### config.mk
export PLATFORM = sky130hd
export DESIGN_NAME = tbq_lane
export DESIGN_NICKNAME = d
export VERILOG_FILES = /design/src/rtl/core/tbq_pkg.sv /design/src/rtl/core/tbq_lane.sv
export SDC_FILE = /design/constraint.sdc
export NUM_CORES = 2
export LEC_CHECK = 0
export BUFFER_PORTS_ARGS = -buffer_cell sky130_fd_sc_hd__clkbuf_2
export CORE_ASPECT_RATIO = 2
export CORE_MARGIN = 1.5
export CORE_UTILIZATION = 40
export CTS_CLUSTER_SIZE = 40
export DETAILED_ROUTE_END_ITERATION = 8
export PLACE_DENSITY = 0.54
export SYNTH_ARGS = -nofsm -noshare
export SYNTH_HDL_FRONTEND = slang
export SYNTH_SLANG_ARGS = --single-unit
### constraint.sdc
create_clock -name clk -period 7 [get_ports clk]
set_input_delay 0 -clock clk [delete_from_list [all_inputs] [get_ports clk]]
set_output_delay 0 -clock clk [all_outputs]
set_load 0.02 [all_outputs]
### src/rtl/core/tbq_pkg.sv
// Shared types, constants and register codes for the three-axis biquad lowpass.
`timescale 1ns / 1ps
package tbq_pkg;

  localparam int AXES_DEFAULT = 3;
  localparam int NUM_FIELDS   = 3;

  localparam int SMP_W   = 16;
  localparam int COEF_W  = 16;
  localparam int SHIFT_W = 5;
  localparam int HIST_W  = 32;
  localparam int PROD_W  = COEF_W + HIST_W;
  localparam int IDX_W   = 3;
  localparam int DATA_W  = 16;

  localparam logic signed [COEF_W-1:0] RST_COEF_OLDER  = -16'sd937;
  localparam logic [SHIFT_W-1:0]       RST_SHIFT_OLDER = 5'd10;
  localparam logic signed [COEF_W-1:0] RST_COEF_NEWER  = 16'sd1957;
  localparam logic [SHIFT_W-1:0]       RST_SHIFT_NEWER = 5'd10;
  localparam logic signed [COEF_W-1:0] RST_GAIN        = 16'sd31;
  localparam logic [SHIFT_W-1:0]       RST_IN_SHIFT    = 5'd6;
  localparam logic [SHIFT_W-1:0]       RST_OUT_SHIFT   = 5'd9;

  typedef enum logic [IDX_W-1:0] {
    REG_FB_COEF_OLDER  = 3'd0,
    REG_FB_SHIFT_OLDER = 3'd1,
    REG_FB_COEF_NEWER  = 3'd2,
    REG_FB_SHIFT_NEWER = 3'd3,
    REG_OUTPUT_GAIN    = 3'd4,
    REG_INPUT_SHIFT    = 3'd5,
    REG_OUTPUT_SHIFT   = 3'd6
  } reg_idx_t;

  typedef struct packed {
    logic signed [COEF_W-1:0] coef_older;
    logic [SHIFT_W-1:0]       shift_older;
    logic signed [COEF_W-1:0] coef_newer;
    logic [SHIFT_W-1:0]       shift_newer;
    logic signed [COEF_W-1:0] gain;
    logic [SHIFT_W-1:0]       in_shift;
    logic [SHIFT_W-1:0]       out_shift;
  } cfg_t;

  // Sequencer steps broadcast to every lane.
  typedef struct packed {
    logic load;
    logic mul_old;
    logic mul_new;
    logic sum;
    logic mul_gain;
  } step_t;

  typedef struct packed {
    logic signed [SMP_W-1:0] value;
    logic                    clip;
  } lane_res_t;

endpackage

### src/rtl/core/tbq_lane.sv
// One axis of the filter: history registers and a shared 16x32 multiplier.
`timescale 1ns / 1ps
module tbq_lane (
  input  logic                             clk,
  input  logic                             rst,
  input  tbq_pkg::step_t                   step,
  input  tbq_pkg::cfg_t                    cfg,
  input  logic signed [tbq_pkg::SMP_W-1:0] sample,
  output tbq_pkg::lane_res_t               res
);

  localparam int SW = tbq_pkg::SMP_W;
  localparam int HW = tbq_pkg::HIST_W;
  localparam int PW = tbq_pkg::PROD_W;

  logic signed [SW-1:0] v;
  logic [HW-1:0]        x1, x2;
  logic signed [HW-1:0] y1, y2;
  logic [HW-1:0]        acc;
  logic signed [PW-1:0] prod;

  logic signed [tbq_pkg::COEF_W-1:0] mul_coef;
  logic signed [HW-1:0]              mul_opnd;
  logic signed [PW-1:0]              mul_out;
  logic signed [PW-1:0]              fb_old, fb_new, scaled;
  logic [HW-1:0]                     y_next;
  logic                              over;

  always_comb begin
    mul_coef = cfg.gain;
    mul_opnd = y1;
    if (step.mul_old) begin
      mul_coef = cfg.coef_older;
      mul_opnd = y2;
    end else if (step.mul_new) begin
      mul_coef = cfg.coef_newer;
      mul_opnd = y1;
    end
  end

  assign mul_out = PW'(mul_coef) * PW'(mul_opnd);
  assign fb_old  = prod >>> cfg.shift_older;
  assign fb_new  = prod >>> cfg.shift_newer;
  assign y_next  = acc + {{(HW-SW){v[SW-1]}}, v} + fb_new[HW-1:0];

  // Payload registers: no reset.
  always_ff @(posedge clk) begin
    if (step.load) begin
      v <= sample >>> cfg.in_shift;
    end
    if (step.mul_old || step.mul_new || step.mul_gain) begin
      prod <= mul_out;
    end
    if (step.mul_new) begin
      acc <= fb_old[HW-1:0] + x2 + {x1[HW-2:0], 1'b0};
    end
  end

  always_ff @(posedge clk) begin
    if (rst) begin
      x1 <= '0;
      x2 <= '0;
      y1 <= '0;
      y2 <= '0;
    end else if (step.sum) begin
      x2 <= x1;
      x1 <= {{(HW-SW){v[SW-1]}}, v};
      y2 <= y1;
      y1 <= y_next;
    end
  end

  // Final scale and saturate, read while the gain product is held.
  assign scaled = prod >>> cfg.out_shift;
  assign over   = (scaled[PW-1:SW-1] != {(PW-SW+1){1'b0}}) &&
                  (scaled[PW-1:SW-1] != {(PW-SW+1){1'b1}});

  always_comb begin
    res.clip  = over;
    res.value = scaled[SW-1:0];
    if (over) begin
      res.value = scaled[PW-1] ? {1'b1, {(SW-1){1'b0}}} : {1'b0, {(SW-1){1'b1}}};
    end
  end

endmodule

# After elaboration in Yosys (flattened, before gate mapping)
# Cells that the tools add are included.
[classes]
n_bitwise = 0
div = 0
shifts = 4
muxes = 5
n_lt_le_gt_ge = 0
eq_ne = 1
n_addsub = 4
mul = 1
reduce_logical = 4
[ops]
columns = ["cell", "n"]
rows = [
  ["$add 32x32->32", 4],
  ["$sshr 48x5->32", 2],
  ["$mux 16", 4],
  ["$mul 16x32->48", 1],
  ["$sshr 48x5->48", 1],
  ["$ne 33x33->1 const B", 1],
  ["$reduce_bool 33->1", 1],
  ["$mux 32", 1],
  ["$sshr 16x5->16", 1],
  ["$logic_or 1x1->1", 2],
  ["$logic_and 1x1->1", 1],
]
[totals]
rom_bits = 0
latchBits = 0
register_bits = 192
word_cells = 26
out_inout_bits = 17
input_bits = 91
ramBits = 0
mem_count = 0

# Longest topological paths before layout
[logic_depth]
depth_word = 4
mapped_depth = 30
ltp_nobuf = 26

# Worst setup path after synthesis
# Ideal clock, no wire load.
[synth_path]
path_kind = "input -> register"
from = "in step[2] in the netlist's numbering"
to = "reg prod[44], data pin"
cell_stages = 27
setup_time_ps = 259
t_arrival_ps = 7018
setup_slack_ps = -277
n_path_buf = 4
required_ps = 6741
cell_sequence = "clkbuf_1 -> clkbuf_1 -> mux2i_1 -> o21ai_1 -> clkbuf_1 -> nand2_1 -> fa_1 -> fa_1 -> fa_1 -> inv_1 -> fa_1 -> fa_1 -> inv_1 -> fa_1 -> inv_1 -> ha_1 -> clkbuf_1 -> nand4_1 -> o21ai_0 -> a31oi_1 -> o31ai_1 -> a31oi_1 -> a31oi_1 -> a41oi_2 -> o41ai_1 -> a21oi_1 -> xnor2_1"
[synth_via]
elab_chain_len = 3
[synth_lines]
columns = ["item", "line", "source"]
rows = [
  ["start, declared", "tbq_lane.sv:6", "input tbq_pkg::step_t step,"],
  ["$mux 16", "tbq_lane.sv:35", "end else if (step.mul_new) begin"],
  ["$mux 16", "tbq_lane.sv:32", "if (step.mul_old) begin"],
  ["$mul 16x32->48", "tbq_lane.sv:41", "assign mul_out = PW'(mul_coef) * PW'(mul_opnd);"],
  ["net mul_out[44]", "tbq_lane.sv:24", "logic signed [PW-1:0] mul_out;"],
  ["end signal, assigned", "tbq_lane.sv:52", "prod <= mul_out;"],
  ["end, declared", "tbq_lane.sv:20", "logic signed [PW-1:0] prod;"],
]
# The timed path passes the listed nets, and every way through them passes these cells.
# A chain may end at the register's enable or synchronous reset.

# Worst setup path after layout
[layout_path]
from = "reg y2[14]"
to = "reg prod[41], data pin"
[layout_via]
elab_chain_len = 2
[layout_lines]
columns = ["item", "line", "source"]
rows = [
  ["start, declared", "tbq_lane.sv:18", "logic signed [HW-1:0] y1, y2;"],
  ["start signal, assigned", "tbq_lane.sv:68", "y2 <= y1;"],
  ["$mux 32", "tbq_lane.sv:32", ""],
  ["$mul 16x32->48", "tbq_lane.sv:41", ""],
  ["net mul_out[41]", "tbq_lane.sv:24", ""],
]
# The timed path passes the listed nets, and every way through them passes these cells.

==> results by group <==
Status
  • Outcome: completed

Detailed routing
  • Routed Antenna Nets: 0
  • Metal3 WL: 5460 um
  • DR vias: 31.8k
  • 1st-iter DRT viols: 1,926
  • Met2 WL post-DR: 73,100 um
  • Post-Route WL: 138,000 um
  • DR top layer: met5
  • First drt pass iteration count: 6
  • DRC Markers: 0
  • Vias per std cell: 5.62
  • Routed length on met1: 44,700 um
  • Wire per inst: 24.4 um

Floorplan
  • Die X: 220 um
  • Row count: 159
  • Initial Utilization: 40.3%
  • Core area: 0.0937 mm^2
  • Die Footprint: 0.0964 mm^2
  • I/O pin cnt: 108
  • Die span in y: 438 um

Clock tree
  • Clock Pin Slew Worst Setup and Hold Paths: 0.09 ns
  • Clock Latency Late Sink: 0.51 ns
  • Clk root buf: clkbuf_16
  • Clock Sinks: 192
  • CTS tree: built
  • H-tree depth: 4
  • TritonCTS buffer count: 17
  • Clock Path Buffers: 2

STA
  • Max Slew Vio Count: 0
  • Max frequency: 147 MHz
  • Max-Slew Margin vs Limit: 25.4%
  • Worst Hold Slack: 0.0966 ns
  • Slew @ Worst Pin: 1.12 ns
  • Fin crit period: 6.78 ns
  • Final Skew: 0.0297 ns
  • Tcrit/Tclk final: 96.9%
  • Final setup margin: 0.218 ns
  • Fin. Hold Viols: 0
  • Final setup vio count: 0

Placement
  • Placement Setup Slack: -0.413 ns
  • Dpl hpwl: 113,000 um
  • GP Congestion: 1.01
  • Port buffer count: 107

Logic synthesis
  • Syn Nets: 5,095
  • Ys flop type: edfxtp_1
  • Synth Warn #: 0
  • Ys async rst share: 0%
  • Number of enable flip-flop cells after synthesis: 96
  • Avg Synthesized Cell Area: 8.83 um^2
  • Post-synthesis cell area: 0.0378 mm^2
  • Cell variety after synth: 83
  • Synth Register Bits: 192
  • Sequential-to-total area share from yosys stat: 12.7%
  • Gate Count Post-Synth: 4,279

Finish
  • Area growth, synth to finish: 10.9%
  • Share of post-route cells with drive strength above 1: 15.1%
  • Final #Nets: 5,251

Worst setup path
  • CP endpoint kind: register
  • Slowest cell on the critical path: fa_1
  • CP arrival: 7.01 ns
  • Worst setup path class: reg2reg
  • Worst Path Required: 7.23 ns
  • Buffers & Inverters on Critical Path: 7
  • CP Max Fanout: 6
  • Top cell family by delay on the critical path: adder cells
  • Most common cell on crit path: fa_1
  • Element type at the critical path start: register
  • Max incr delay on CP: 0.56 ns

GRT
  • GRT Util Overall: 29.3%
  • Largest net degree at the start of global routing: 79
  • Total grt overflow: 0
  • Global-route wire length before repair: 206,000 um
  • Initial antenna violation count: 4
  • Vias in the first global route: 34.2k

Hold path
  • Worst Hold Class: in2reg

Run
  • Max-cap violations: 0
## cells in the final DEF, fill, tap and decap left out, types with 33 or more instances in the layout
master / netlist / layout
a211oi_1: 49 / 49
a21o_1: 53 / 53
a21oi_1: 197 / 192
buf_4: 6 / 267
clkbuf_2: 0 / 103
dfxtp_1: 96 / 89
edfxtp_1: 96 / 96
fa_1: 549 / 548
ha_1: 176 / 175
inv_1: 592 / 592
mux2_2: 102 / 93
mux2i_1: 303 / 303
mux4_2: 76 / 76
nand2_1: 534 / 534
nand3_1: 33 / 33
nor2_1: 494 / 493
o211ai_1: 36 / 36
o21ai_0: 175 / 173
xnor2_1: 73 / 73
## cells by family after synthesis
logic type	Yosys count	share of synthesized area, %
simple gates	1226	13.4
xor+xnor	97	2.25
mux	491	16.3
fa+ha+maj	725	34.9
flops	192	12.7
compound gates	690	11.4
buf+inv	858	9.03
## through the flow
| step | utilization (%) | cell area (um^2) | instances | TNS (ns) |
|---|---|---|---|---|
| 3_3_place_gp | 43.8 | 41100 | 5616 | -2.44 |
| 2_1_floorplan | - | 37800 | 4279 | 0 |
| 5_1_grt | 44.7 | 41900 | 5655 | -0.103 |
| 6_report | 44.7 | 41900 | 5656 | 0 |
| 4_1_cts | 44.6 | 41800 | 5653 | 0 |
| 3_5_place_dp | 43.8 | 41100 | 5616 | -2.38 |
## path summary, 6_finish.rpt
check | slack [ns] | cells past startpoint | start | end
setup / recovery | 0.22 | 26 | y2[14]$_SDFFE_PP0P_ | prod[41]$_DFFE_PP_
hold / removal | 0.1 | 3 | cfg[8] | v[12]$_DFFE_PP_
setup reg to reg | 0.22 | 26 | y2[14]$_SDFFE_PP0P_ | prod[41]$_DFFE_PP_
hold reg to reg | 0.51 | 2 | y2[0]$_SDFFE_PP0P_ | y2[0]$_SDFFE_PP0P_
## registers in the layout, summed over array words and instances, names as in the netlist
name	count
x2	16
y1	32
prod	48
v	16
x1	16
acc	32
y2	32
## layout make-up
type / instances / area [um^2]
Clock buffer: 18 / 429
Fill cell: 9283 / 51800
Clock inverter: 14 / 208
Inverter: 599 / 2250
Multi-Input combinational cell: 3229 / 29700
Timing Repair Buffer: 396 / 2980
Tap cell: 1207 / 1510
Antenna cell: 1 / 2.50
Sequential cell: 192 / 4820
## metal layers
| layer | global-route usage [%] | vias up |
|---|---|---|
| met1 | 28.1 | 15800 |
| li1 | - | 14400 |
| met3 | 3.58 | 518 |
| met5 | 0 | - |
| met4 | 25.3 | 4 |
| met2 | 54.0 | 1057 |
## what timing repair did
action                     in CTS  in global routing
hold endpoints to repair       45                  0
hold buffers                    5                  0
gates resized for setup         5                 29
setup endpoints to repair       9                 13
setup buffers                   0                  2
pin swaps                       0                  8
## cell usage after synthesis (96+ instances only)
library cell / count / area share (%)
o21ai_0: 175 / 2.3
ha_1: 176 / 5.8
a21oi_1: 197 / 2.6
nor2_1: 494 / 4.9
dfxtp_1: 96 / 5.1
fa_1: 549 / 29
inv_1: 592 / 5.9
mux2i_1: 303 / 8.0
mux2_2: 102 / 3.0
nand2_1: 534 / 5.3
edfxtp_1: 96 / 7.6
clkbuf_1: 193 / 1.9
## worst min-delay path, stage by stage
cell and delay [ns]:
clkbuf_2 0.28, o31ai_1 0.15, nand2_1 0.06
Power is left out: the tool's default activity adds up to more than one toggle a clock period on the data nets, which glitch-free logic cannot reach.
