--- config.mk ---
export PLATFORM = sky130hd
export DESIGN_NAME = tbq_merge_flat
export DESIGN_NICKNAME = d
export VERILOG_FILES = /design/src/rtl/core/tbq_pkg.sv /design/src/rtl/core/tbq_out_if.sv /design/src/rtl/core/tbq_merge.sv /design/src/flat_wrapper.sv
export SDC_FILE = /design/constraint.sdc
export NUM_CORES = 1
export LEC_CHECK = 0
export BUFFER_PORTS_ARGS = -buffer_cell sky130_fd_sc_hd__buf_4
export CAP_MARGIN = 40
export CORE_ASPECT_RATIO = 2
export CORE_MARGIN = 2
export CORE_UTILIZATION = 29
export DETAILED_ROUTE_END_ITERATION = 12
export GPL_ROUTABILITY_DRIVEN = 0
export GPL_TIMING_DRIVEN = 0
export MAX_ROUTING_LAYER = met4
export PLACE_DENSITY = 0.71
export REMOVE_ABC_BUFFERS = 1
export SLEW_MARGIN = 5
export SYNTH_ARGS = -nofsm -noshare
export SYNTH_HDL_FRONTEND = slang
export SYNTH_SLANG_ARGS = --single-unit
--- constraint.sdc ---
create_clock -name clk -period 0.8 [get_ports clk]
set_input_delay 0.16 -clock clk [delete_from_list [all_inputs] [get_ports clk]]
set_output_delay 0.16 -clock clk [all_outputs]
set_load 0.01 [all_outputs]
--- src/rtl/core/tbq_pkg.sv ---
// Shared types, constants and register codes for the three-axis biquad lowpass.
`timescale 1ns / 1ps
package tbq_pkg;

  localparam int AXES_DEFAULT = 3;
  localparam int NUM_FIELDS   = 3;

  localparam int SMP_W   = 16;
  localparam int COEF_W  = 16;
  localparam int SHIFT_W = 5;
  localparam int HIST_W  = 32;
  localparam int PROD_W  = COEF_W + HIST_W;
  localparam int IDX_W   = 3;
  localparam int DATA_W  = 16;

  localparam logic signed [COEF_W-1:0] RST_COEF_OLDER  = -16'sd937;
  localparam logic [SHIFT_W-1:0]       RST_SHIFT_OLDER = 5'd10;
  localparam logic signed [COEF_W-1:0] RST_COEF_NEWER  = 16'sd1957;
  localparam logic [SHIFT_W-1:0]       RST_SHIFT_NEWER = 5'd10;
  localparam logic signed [COEF_W-1:0] RST_GAIN        = 16'sd31;
  localparam logic [SHIFT_W-1:0]       RST_IN_SHIFT    = 5'd6;
  localparam logic [SHIFT_W-1:0]       RST_OUT_SHIFT   = 5'd9;

  typedef enum logic [IDX_W-1:0] {
    REG_FB_COEF_OLDER  = 3'd0,
    REG_FB_SHIFT_OLDER = 3'd1,
    REG_FB_COEF_NEWER  = 3'd2,
    REG_FB_SHIFT_NEWER = 3'd3,
    REG_OUTPUT_GAIN    = 3'd4,
    REG_INPUT_SHIFT    = 3'd5,
    REG_OUTPUT_SHIFT   = 3'd6
  } reg_idx_t;

  typedef struct packed {
    logic signed [COEF_W-1:0] coef_older;
    logic [SHIFT_W-1:0]       shift_older;
    logic signed [COEF_W-1:0] coef_newer;
    logic [SHIFT_W-1:0]       shift_newer;
    logic signed [COEF_W-1:0] gain;
    logic [SHIFT_W-1:0]       in_shift;
    logic [SHIFT_W-1:0]       out_shift;
  } cfg_t;

  // Sequencer steps broadcast to every lane.
  typedef struct packed {
    logic load;
    logic mul_old;
    logic mul_new;
    logic sum;
    logic mul_gain;
  } step_t;

  typedef struct packed {
    logic signed [SMP_W-1:0] value;
    logic                    clip;
  } lane_res_t;

endpackage

--- src/rtl/core/tbq_out_if.sv ---
// Result request channel: valid/ready plus filtered axes and clip mask.
`timescale 1ns / 1ps
interface tbq_out_if;
  logic                                  valid;
  logic                                  ready;
  logic signed [tbq_pkg::SMP_W-1:0]      filtered_x;
  logic signed [tbq_pkg::SMP_W-1:0]      filtered_y;
  logic signed [tbq_pkg::SMP_W-1:0]      filtered_z;
  logic [tbq_pkg::NUM_FIELDS-1:0]        clipped_mask;

  modport source (output valid, filtered_x, filtered_y, filtered_z, clipped_mask,
                  input ready);
  modport sink   (input valid, filtered_x, filtered_y, filtered_z, clipped_mask,
                  output ready);
endinterface

--- src/rtl/core/tbq_merge.sv ---
// Output register: gathers the lane results into one result request.
`timescale 1ns / 1ps
module tbq_merge #(
  parameter int LANES = tbq_pkg::NUM_FIELDS
) (
  input  logic               clk,
  input  logic               rst,
  input  logic               load,
  input  tbq_pkg::lane_res_t res [LANES],
  output logic               load_ok,
  tbq_out_if.source          results
);

  localparam int NF = tbq_pkg::NUM_FIELDS;

  logic                               valid;
  logic signed [tbq_pkg::SMP_W-1:0]   field [NF];
  logic [NF-1:0]                      mask;
  logic signed [tbq_pkg::SMP_W-1:0]   field_next [NF];
  logic [NF-1:0]                      mask_next;

  // Axes without a lane report zero.
  for (genvar i = 0; i < NF; i++) begin : g_field
    if (i < LANES) begin : g_lane
      assign field_next[i] = res[i].value;
      assign mask_next[i]  = res[i].clip;
    end else begin : g_none
      assign field_next[i] = '0;
      assign mask_next[i]  = 1'b0;
    end
  end

  assign load_ok = !valid || results.ready;

  always_ff @(posedge clk) begin
    if (rst) begin
      valid <= 1'b0;
    end else if (load) begin
      valid <= 1'b1;
    end else if (results.ready) begin
      valid <= 1'b0;
    end
  end

  always_ff @(posedge clk) begin
    if (load) begin
      field <= field_next;
      mask  <= mask_next;
    end
  end

  assign results.valid        = valid;
  assign results.filtered_x   = field[0];
  assign results.filtered_y   = field[1];
  assign results.filtered_z   = field[2];
  assign results.clipped_mask = mask;

endmodule

--- src/flat_wrapper.sv ---
// flat-port wrapper written by rule: the top's interface ports become plain ports
module tbq_merge_flat 
#(
  parameter int LANES = tbq_pkg::NUM_FIELDS
)
  (clk, rst, load, res, load_ok, results_valid, results_filtered_x, results_filtered_y, results_filtered_z, results_clipped_mask, results_ready);
  tbq_out_if results_i ();
  input  logic clk;
  input  logic rst;
  input  logic load;
  input  tbq_pkg::lane_res_t res[LANES];
  output logic load_ok;
  output wire logic [$bits(results_i.valid)-1:0] results_valid;
  output wire logic [$bits(results_i.filtered_x)-1:0] results_filtered_x;
  output wire logic [$bits(results_i.filtered_y)-1:0] results_filtered_y;
  output wire logic [$bits(results_i.filtered_z)-1:0] results_filtered_z;
  output wire logic [$bits(results_i.clipped_mask)-1:0] results_clipped_mask;
  input wire logic [$bits(results_i.ready)-1:0] results_ready;
  assign results_valid = results_i.valid;
  assign results_filtered_x = results_i.filtered_x;
  assign results_filtered_y = results_i.filtered_y;
  assign results_filtered_z = results_i.filtered_z;
  assign results_clipped_mask = results_i.clipped_mask;
  assign results_i.ready = results_ready;
  tbq_merge #(.LANES(LANES)) u_core (.clk(clk), .rst(rst), .load(load), .res(res), .load_ok(load_ok), .results(results_i));
endmodule
# After elaboration in Yosys (flattened, before gate mapping)
# Cells that the tools add are included.
# W data, S select, Z words.
# totals
register_bits	52
input_bits	55
out_inout_bits	53
elab_cells	10
# op_classes
n_mux	2
n_reduce_logical	3
# op_table
op	n
$mux W1	2
$reduce_bool A2 Y1	1
$logic_not A1 Y1	1
$logic_or A1 B1 Y1	1

# Logic depth before layout (Yosys ltp)
# Gate-level depths: netlist of the first run.
# logic_depth
word_depth	2
mapped_depth	2
mapped_depth_nobuf	2

# Least setup slack after synthesis of the first run
# Ideal clock, no wire load.
# synth_path
path_kind	flip-flop to flip-flop
startpoint	reg, netlist name u_core.results.valid
endpoint	reg u_core.valid, in the netlist u_core.results.valid
setup_ps	66
t_arrival_ps	597
t_required_ps	734
path_slack_ps	137
stages_incl_launch_ff	3
n_path_buf	0
period_less_slack_ps	663
path_cell_list	dfxtp_1 > nand2b_4 > a21oi_2
# synth_lines
element	line	source
to (signal assigned)	tbq_merge.sv:37	valid <= 1'b0;
to (signal assigned)	tbq_merge.sv:39	valid <= 1'b1;
to (signal assigned)	tbq_merge.sv:41	valid <= 1'b0;
to (decl)	tbq_merge.sv:16	logic valid;

# Worst setup path after layout of the first run
# layout_path
startpoint	reg u_core.field, in the netlist u_core.results.filtered_x[0]
endpoint	out results_filtered_x[0]
# layout_lines
element	line	source
from (decl)	tbq_merge.sv:17	logic signed [tbq_pkg::SMP_W-1:0] field [NF];
from (signal assigned)	tbq_merge.sv:47	field <= field_next;
to (decl)	flat_wrapper.sv:14	output wire logic [$bits(results_i.filtered_x)-1:0] results_filtered_x;
# No word-level cell between the ends.

==> results by group, run 1 <==
STA
  – FMAX: 0.987 GHz
  – Worst setup margin: -213 ps
  – RSZ-0062 raised after global routing: yes
  – Post-route clock skew: 0 ps
  – Fin crit share: 127%
  – Slew @ Worst Pin: 608 ps
  – Hold_ws: 37.5 ps
  – Slew margin rel.: 59.5%
  – Hold Vio Cnt, Final: 0
  – Min Tclk post-route: 1010 ps
  – Pins Over Slew Limit: 0
  – Final setup viols: 53
  – Fin Setup TNS: -9130 ps

Power and ir drop
  – Combinational share of power: 14.6%
  – Pleak: 0.00114 µW
  – VDD IR max: 1.44 mV
  – PD cells: 2000 nW/µm²
  – Sw frac: 20.2%
  – Reg power frac: 61.0%
  – Cell Int Power: 4350 µW
  – Clk pwr share: 24.3%
  – Total chip power: 5450 µW
  – Sw Pwr: 1100 µW

Route
  – WL final: 3270 µm
  – ANT nets after route: 0
  – DR WL/cell: 14.2 µm
  – Vias: 974
  – First-pass iteration count of the detailed router: 4
  – DR vias/cell: 4.22
  – Drt first-iter violations: 36
  – DRC violations left: 0

Critical path
  – Worst setup path class: reg -> out
  – Max stage delay on crit path: 420 ps
  – Critical path fanouts, max: 1
  – WP buf/inv: 1
  – Endpoint type of the worst setup path: output pin
  – Critical Path RT: 640 ps
  – Startpoint types: flop
  – WP data arrival: 850 ps
  – CP top delay family: flip-flops
  – Highest-delay cell along the critical path: edfxtp_1
  – R2r setup slk: 80 ps
  – CP Cell Sequence: buf_6

Logic synthesis
  – Cell Area, Synth: 1580 µm²
  – Syn. warnings: 0
  – Synth top area share: 97.1%
  – Syn Inst Count: 55
  – Synth area leader: edfxtp_1
  – Flops & latches, synth: 52
  – Register area share after synthesis: 98.3%
  – Yosys cell types: 5
  – Synth area leaders: edfxtp_1 (97%), dfxtp_1 (1.3%), nand2b_4 (0.87%)
  – Syn Area/Cell: 28.7 µm²

Floorplan
  – Ports: 108
  – Die Span Y: 108 µm
  – Rows: 38
  – Initial core utilization: 29.6%
  – Core box area: 5330 µm²
  – Total die area: 6080 µm²
  – Die X: 56.2 µm

Global route
  – Total GRT Usage: 11.8%
  – Met2 usage: 16.6%
  – Met1 usage: 14.3%
  – Maximum number of pins on one net before global-route repair: 53
  – Initial antenna violation count: 0
  – Via count of the first global-routing pass: 1066
  – Met3 Use GR: 5.50%
  – Grt peak-use layer: met2
  – Global-route wire length before repair: 5140 µm
  – Global route overflow: 0

Status
  – Status: complete, but fails checks
  – Violated checks: negative setup slack

CTS
  – Max Buffers Root-to-Sink: 2
  – CTS root buf: clkbuf_8
  – Worst-path clk slew: 80 ps
  – CTS Sinks: 52
  – Later-pin clock latency in the skew report: 290 ps
  – CTS tree: done
  – Total CTS buffers: 5
  – Number of H-tree levels: 2

Cells and area
  – Layout area overhead: 72.9%
  – Nets: 226
  – Final cell count without fillers: 231
  – Layout cells sized above 1: 68.4%
  – Commonest non-fill, non-tap cell in the layout: buf_4
  – Most frequent cells in the layout: buf_4 (62), edfxtp_1 (51), buf_6 (46)
  – Antenna cells: 0

Hold path
  – Worst Hold Class: in -> reg

Job
  – Number of max-cap violations: 0

Placement
  – Port bufs: 107
  – Dpl cells: 222
-- worst register-to-register path: cells and delay by family (launching register included) --
family | cells | cell delay [ps]
simple gates | 1 | 60
flops | 1 | 370
compound gates | 1 | 110
buf+inv | 1 | 130
-- power groups by stage --
stage          registers, µW  logic, µW  clock network (µW)
2_1_floorplan           3470       10.3                   0
3_3_place_gp            3340        686                   0
3_5_place_dp            3350        697                   0
4_1_cts                 3320        776                1390
5_1_grt                 3350        848                1500
6_report                3330        797                1330
-- worst paths after layout --
check,startpoint,to,cells after the start
setup / recovery,u_core.results.filtered_x[0],results_filtered_x[0],1
setup reg to reg,u_core.results.valid,u_core.results.valid,3
hold / removal,res[26],u_core.results.filtered_y[8],1
hold reg to reg,u_core.results.valid,u_core.results.valid,3
-- layout make-up --
cell class | instances | area (µm²)
Timing Repair Buffer | 109 | 993
Inverter | 1 | 3.75
Tap cell | 60 | 75.1
Clock inverter | 1 | 5.00
Fill cell | 444 | 2600
Multi-Input combinational cell | 2 | 22.5
Sequential cell | 52 | 1560
Clock buffer | 6 | 72.6
-- per-layer routing --
layer	vias up	routed length (µm)
li1	447	-
met1	416	1300
met4	0	62
met3	4	478
met2	107	1430
met5	-	0
-- cells by family (layout without fill, tap and decap cells) --
kind of cell	Yosys count	in the layout	share of synthesized area (%)
compound gates	1	1	0.555
buf+inv	1	117	0.238
simple gates	1	1	0.872
flops	52	52	98.3
-- what timing repair did --
item,in CTS,in global routing
resized for setup,34,14
pin swaps,0,0
hold endpoints to repair,1,0
buffers inserted,0,1
endpoints found under the setup margin,53,53
hold buffers,1,0
-- flip-flops by register name (all words and copies together), names as in the netlist --
name                         flops
u_core.results.filtered_z       16
u_core.results.filtered_y       16
u_core.results.filtered_x       16
u_core.results.valid             1
u_core.results.clipped_mask      3
-- Yosys cell counts (all sizes together) --
library cell and number:
edfxtp 51, a21oi 1, dfxtp 1, inv 1, nand2b 1
-- metrics by stage --
stage	util [%]	instance area [µm²]	setup WS, ps
6_report	51.2	2730	-213
5_1_grt	51.2	2730	-248
4_1_cts	50.1	2670	-234
3_5_place_dp	46.1	2460	-262
3_3_place_gp	46.1	2460	-236
2_1_floorplan	-	1580	137
Note: power is estimated with default switching activity, not from simulation.
==> run 2, diff against run 1 <==
--- a/config.mk
+++ b/config.mk
@@ -5,6 +5,7 @@
 export SDC_FILE = /design/constraint.sdc
 export NUM_CORES = 1
 export LEC_CHECK = 0
+export ABC_CLOCK_PERIOD_IN_PS = 800
 export BUFFER_PORTS_ARGS = -buffer_cell sky130_fd_sc_hd__buf_4
 export CAP_MARGIN = 40
 export CORE_ASPECT_RATIO = 2
@@ -14,7 +15,6 @@
 export GPL_ROUTABILITY_DRIVEN = 0
 export GPL_TIMING_DRIVEN = 0
 export MAX_ROUTING_LAYER = met4
-export PLACE_DENSITY = 0.71
 export REMOVE_ABC_BUFFERS = 1
 export SLEW_MARGIN = 5
 export SYNTH_ARGS = -nofsm -noshare
==> results by group, run 2 (synthesized netlist as in run 1, its figures left out) <==
Power and ir drop
  – Clk pwr share: 29.6% (+5.3 points)
  – Combinational share of power: 13.5% (-1.1 points)
  – Sw Pwr: 1160 µW (+5.4%)
  – PD cells: 2120 nW/µm² (+6.3%)
  – Total chip power: 5830 µW (+7.0%)
  – Pleak: 0.00115 µW (+0.91%)
  – Sw frac: 19.9% (-0.31 points)
  – VDD IR max: 1.89 mV (+32%)
  – Reg power frac: 56.9% (-4.1 points)
  – Cell Int Power: 4670 µW (+7.5%)

Route
  – DRC violations left: 0 (unchanged)
  – Drt first-iter violations: 54 (+50%)
  – DR vias/cell: 4.24 (+0.59%)
  – First-pass iteration count of the detailed router: 4 (unchanged)
  – DR WL/cell: 14.0 µm (-1.3%)
  – Vias: 984 (+1.0%)
  – WL final: 3240 µm (-0.92%)
  – ANT nets after route: 0 (unchanged)

Cells and area
  – Layout cells sized above 1: 68.6% (+0.18 points)
  – Antenna cells: 0 (unchanged)
  – Layout area overhead: 74.1%
  – Commonest non-fill, non-tap cell in the layout: buf_4
  – Cell area after layout: 2750 µm² (+0.69%)
  – Nets: 226 (unchanged)
  – Util after Layout: 51.6% (+0.35 points)
  – Most frequent cells in the layout: buf_4 (65), edfxtp_1 (51), buf_6 (43)

STA
  – Final setup viols: 53 (unchanged)
  – Hold Vio Cnt, Final: 0 (unchanged)
  – Fin crit share: 126% (-1.1 points)
  – Fin Setup TNS: -9460 ps (-328 ps)
  – Slew @ Worst Pin: 450 ps (-158 ps)
  – Min Tclk post-route: 1000 ps (-9.01 ps)
  – FMAX: 0.996 GHz (+0.90%)
  – Slew margin rel.: 70.0% (+11 points)
  – Post-route clock skew: 0 ps (unchanged)
  – Worst setup margin: -204 ps (+9.01 ps)
  – RSZ-0062 raised after global routing: yes
  – Pins Over Slew Limit: 0 (unchanged)

CTS
  – Max Buffers Root-to-Sink: 2 (unchanged)
  – CTS Sinks: 52 (unchanged)
  – Worst-path clk slew: 90 ps (about the same)
  – Later-pin clock latency in the skew report: 290 ps (about the same)
  – CTS root buf: clkbuf_8
  – CTS tree: done
  – Number of H-tree levels: 2 (unchanged)
  – Total CTS buffers: 5 (unchanged)

Critical path
  – Worst setup path class: reg -> out
  – Max stage delay on crit path: 410 ps (about the same)
  – CP Cell Sequence: buf_6
  – WP data arrival: 840 ps (about the same)
  – Critical path fanouts, max: 1 (unchanged)
  – Startpoint types: flop
  – WP buf/inv: 1 (unchanged)
  – Critical Path RT: 640 ps (about the same)
  – CP top delay family: flip-flops
  – Highest-delay cell along the critical path: edfxtp_1
  – Endpoint type of the worst setup path: output pin

Status
  – Status: complete, but fails checks
  – Violated checks: negative setup slack

Placement
  – Pre-CTS WS: -262 ps (+0.147 ps)
  – Placed Area: 2460 µm² (unchanged)
  – Port bufs: 107 (unchanged)

Global route
  – Initial antenna violation count: 0 (unchanged)
  – Maximum number of pins on one net before global-route repair: 53 (unchanged)
  – Global-route wire length before repair: 4910 µm (-4.6%)
  – Via count of the first global-routing pass: 1096 (+2.8%)
  – Total GRT Usage: 11.4% (-0.37 points)
  – Global route overflow: 0 (unchanged)

Floorplan
  – Ports: 108 (unchanged)
  – Die Span Y: 108 µm (unchanged)
  – Initial core utilization: 29.6% (unchanged)
  – Die X: 56.2 µm (unchanged)
  – Rows: 38 (unchanged)
  – Total die area: 6080 µm² (unchanged)
  – Core box area: 5330 µm² (unchanged)

Job
  – Number of max-cap violations: 0 (unchanged)

Hold path
  – Worst Hold Class: in -> reg
==> run 2: repair_timing <==
action | CTS | global route
buffers inserted | 0 | 1
gates resized for setup | 35 | 10
hold buffers | 1 | 0
hold endpoints to repair | 1 | 0
endpoints found under the setup margin | 53 | 54
==> run 2: layout make-up <==
class | instances | area [µm²]
Fill cell | 452 | 2580
Sequential cell | 52 | 1560
Timing Repair Buffer | 109 | 982
Tap cell | 60 | 75.1
Clock buffer | 6 | 72.6
Clock inverter | 2 | 35.0
Multi-Input combinational cell | 2 | 22.5
Inverter | 1 | 3.75
==> run 2: final timing paths <==
kind	from	end	cells past startpoint	slack (ps)
worst min-delay path	res[38]	u_core.results.filtered_x[3]	1	30
worst max register to register	u_core.results.valid	u_core.results.valid	3	60
worst max-delay path	u_core.results.filtered_z[5]	results_filtered_z[5]	1	-200
worst min register to register	u_core.results.valid	u_core.results.valid	3	600
==> run 2: per-stage QoR <==
| stage | hold slack (ps) | cells |
|---|---|---|
| after floorplan | 222 | 55 |
| after global placement | 316 | 222 |
| after detailed placement | 321 | 222 |
| after CTS | 20.8 | 231 |
| after global routing | 10.4 | 232 |
| final | 32.7 | 232 |
==> run 2: routing by layer <==
layer,GRT usage [%],wire [µm],part of all wire (%)
met3,5.02,465,14
met5,-,0,0
met4,5.10,64,2.0
met1,14.6,1350,42
met2,15.7,1360,42
==> run 2: power by group through the flow <==
stage | registers (µW) | logic (µW) | clock network [µW]
global route | 3350 | 832 | 1880
finish | 3320 | 788 | 1730
CTS | 3320 | 772 | 1780
detailed placement | 3350 | 693 | 0
floorplan | 3470 | 10.3 | 0
global placement | 3340 | 690 | 0
==> run 3, diff against run 2 <==
--- a/config.mk
+++ b/config.mk
@@ -15,6 +15,7 @@
 export GPL_ROUTABILITY_DRIVEN = 0
 export GPL_TIMING_DRIVEN = 0
 export MAX_ROUTING_LAYER = met4
+export RECOVER_POWER = 25
 export REMOVE_ABC_BUFFERS = 1
 export SLEW_MARGIN = 5
 export SYNTH_ARGS = -nofsm -noshare
==> results by group, run 3 (synthesized netlist as in run 1, its figures left out) <==
Floorplan
  – Ports: 108 (unchanged)
  – Die Span Y: 108 µm (unchanged)
  – Core box area: 5330 µm² (unchanged)
  – Initial core utilization: 29.6% (unchanged)
  – Rows: 38 (unchanged)
  – Die X: 56.2 µm (unchanged)
  – Total die area: 6080 µm² (unchanged)

Power and ir drop
  – Pleak: 0.00115 µW (-0.44%)
  – VDD IR max: 1.89 mV (about the same)
  – Sw frac: 19.9% (about the same)
  – Cell Int Power: 4660 µW (-0.14%)
  – PD cells: 2120 nW/µm² (-0.14%)
  – Sw Pwr: 1160 µW (-0.13%)
  – Clk pwr share: 29.6% (about the same)
  – Reg power frac: 57.0% (about the same)
  – Combinational share of power: 13.4% (about the same)

Placement
  – Placed Area: 2460 µm² (unchanged)
  – Port bufs: 107 (unchanged)

CTS
  – CTS tree: done
  – Worst-path clk slew: 90 ps (about the same)
  – Total CTS buffers: 5 (unchanged)
  – CTS root buf: clkbuf_8
  – Number of H-tree levels: 2 (unchanged)
  – Max Buffers Root-to-Sink: 2 (unchanged)
  – CTS Sinks: 52 (unchanged)
  – Later-pin clock latency in the skew report: 290 ps (about the same)

Cells and area
  – Cell area after layout: 2750 µm² (unchanged)
  – Layout cells sized above 1: 68.6% (unchanged)
  – Commonest non-fill, non-tap cell in the layout: edfxtp_1
  – Layout area overhead: 74.1% (unchanged)
  – Fill count: 452 (unchanged)
  – Most frequent cells in the layout: edfxtp_1 (51), buf_6 (43), buf_4 (40)
  – Nets: 226 (unchanged)
  – Antenna cells: 0 (unchanged)

Critical path
  – Max stage delay on crit path: 410 ps (about the same)
  – Critical Path RT: 640 ps (about the same)
  – CP Cell Sequence: buf_6
  – Critical path fanouts, max: 1 (unchanged)
  – Worst setup path class: reg -> out
  – Startpoint types: flop
  – WP data arrival: 840 ps (about the same)
  – CP top delay family: flip-flops
  – Highest-delay cell along the critical path: edfxtp_1
  – Endpoint type of the worst setup path: output pin
  – WP buf/inv: 1 (unchanged)

STA
  – Post-route clock skew: 0 ps (unchanged)
  – RSZ-0062 raised after global routing: yes
  – Fin crit share: 126% (about the same)
  – Slew @ Worst Pin: 446 ps (-4.08 ps)
  – Pins Over Slew Limit: 0 (unchanged)
  – Hold Vio Cnt, Final: 0 (unchanged)
  – Worst setup margin: -204 ps (+0.230 ps)
  – Slew margin rel.: 70.3% (+0.27 points)
  – Fin Setup TNS: -9450 ps (+4.46 ps)
  – Min Tclk post-route: 1000 ps (-0.230 ps)
  – Final setup viols: 53 (unchanged)
  – FMAX: 0.996 GHz (about the same)

Route
  – ANT nets after route: 0 (unchanged)
  – DR vias/cell: 4.23 (-0.20%)
  – Drt first-iter violations: 48 (-11%)
  – DRC violations left: 0 (unchanged)
  – DR WL/cell: 13.9 µm (-0.52%)
  – Vias: 982 (-0.20%)
  – WL final: 3230 µm (-0.52%)
  – First-pass iteration count of the detailed router: 4 (unchanged)

Hold path
  – Worst Hold Class: in -> reg

Global route
  – Global route overflow: 0 (unchanged)
  – Global-route wire length before repair: 4910 µm (unchanged)
  – Maximum number of pins on one net before global-route repair: 53 (unchanged)
  – Initial antenna violation count: 0 (unchanged)
  – Total GRT Usage: 11.4% (unchanged)
  – Via count of the first global-routing pass: 1096 (unchanged)

Job
  – Number of max-cap violations: 0 (unchanged)

Status
  – Status: complete, but fails checks
  – Violated checks: negative setup slack
[run 3: cell types whose count changed in the layout (fill, tap and decap cells not counted), sizes merged]
cell,delta
buf,-25
clkbuf,+25
[run 3: layout make-up]
class	count	area (µm²)	share of cell area, %
clock buffers	6	72.6	2.64
clock inverters	2	35.0	1.28
inverters	1	3.75	0.137
multi-input cells	2	22.5	0.820
flip-flops and latches	52	1560	56.6
well taps	60	75.1	2.73
repair buffers	109	982	35.8
[run 3: through the flow]
stage | total power (µW) | cells | setup slack [ps] | util [%] | hold WS, ps
after floorplan | 3480 | 55 | 137 | - | 222
after global placement | 4030 | 222 | -255 | 46.1 | 316
after detailed placement | 4040 | 222 | -262 | 46.1 | 321
after CTS | 5870 | 231 | -222 | 50.7 | 20.8
after global routing | 6050 | 232 | -259 | 51.6 | 17.3
final | 5820 | 232 | -204 | 51.6 | 34.5
[run 3: worst paths after layout]
kind | start | to | slack [ps] | depth (start not counted)
setup / recovery | u_core.results.filtered_z[5] | results_filtered_z[5] | -200 | 1
hold reg to reg | u_core.results.valid | u_core.results.valid | 600 | 3
setup reg to reg | u_core.results.valid | u_core.results.valid | 60 | 3
hold / removal | res[4] | u_core.results.filtered_z[3] | 30 | 1
[run 3: per-layer routing]
metal / vias to the layer above / global-route usage [%] / wire (µm)
li1: 448 / - / -
met1: 425 / 14.6 / 1350
met2: 104 / 15.7 / 1340
met3: 5 / 5.02 / 462
met4: 0 / 5.10 / 64
met5: - / - / 0
[run 3: timing repair]
action / in CTS / in global routing
endpoints found under the hold margin: 1 / 0
resized for setup: 35 / 10
setup buffers: 0 / 1
pin swaps: 0 / 0
setup endpoints to repair: 53 / 54
hold buffers: 1 / 0
[run 3: power by group through the flow]
stage,Clock [µW],Combinational [µW],Sequential [µW]
after floorplan,0,10.3,3470
after global placement,0,690,3340
after detailed placement,0,693,3350
after CTS,1780,772,3320
after global routing,1880,826,3350
final,1720,781,3320
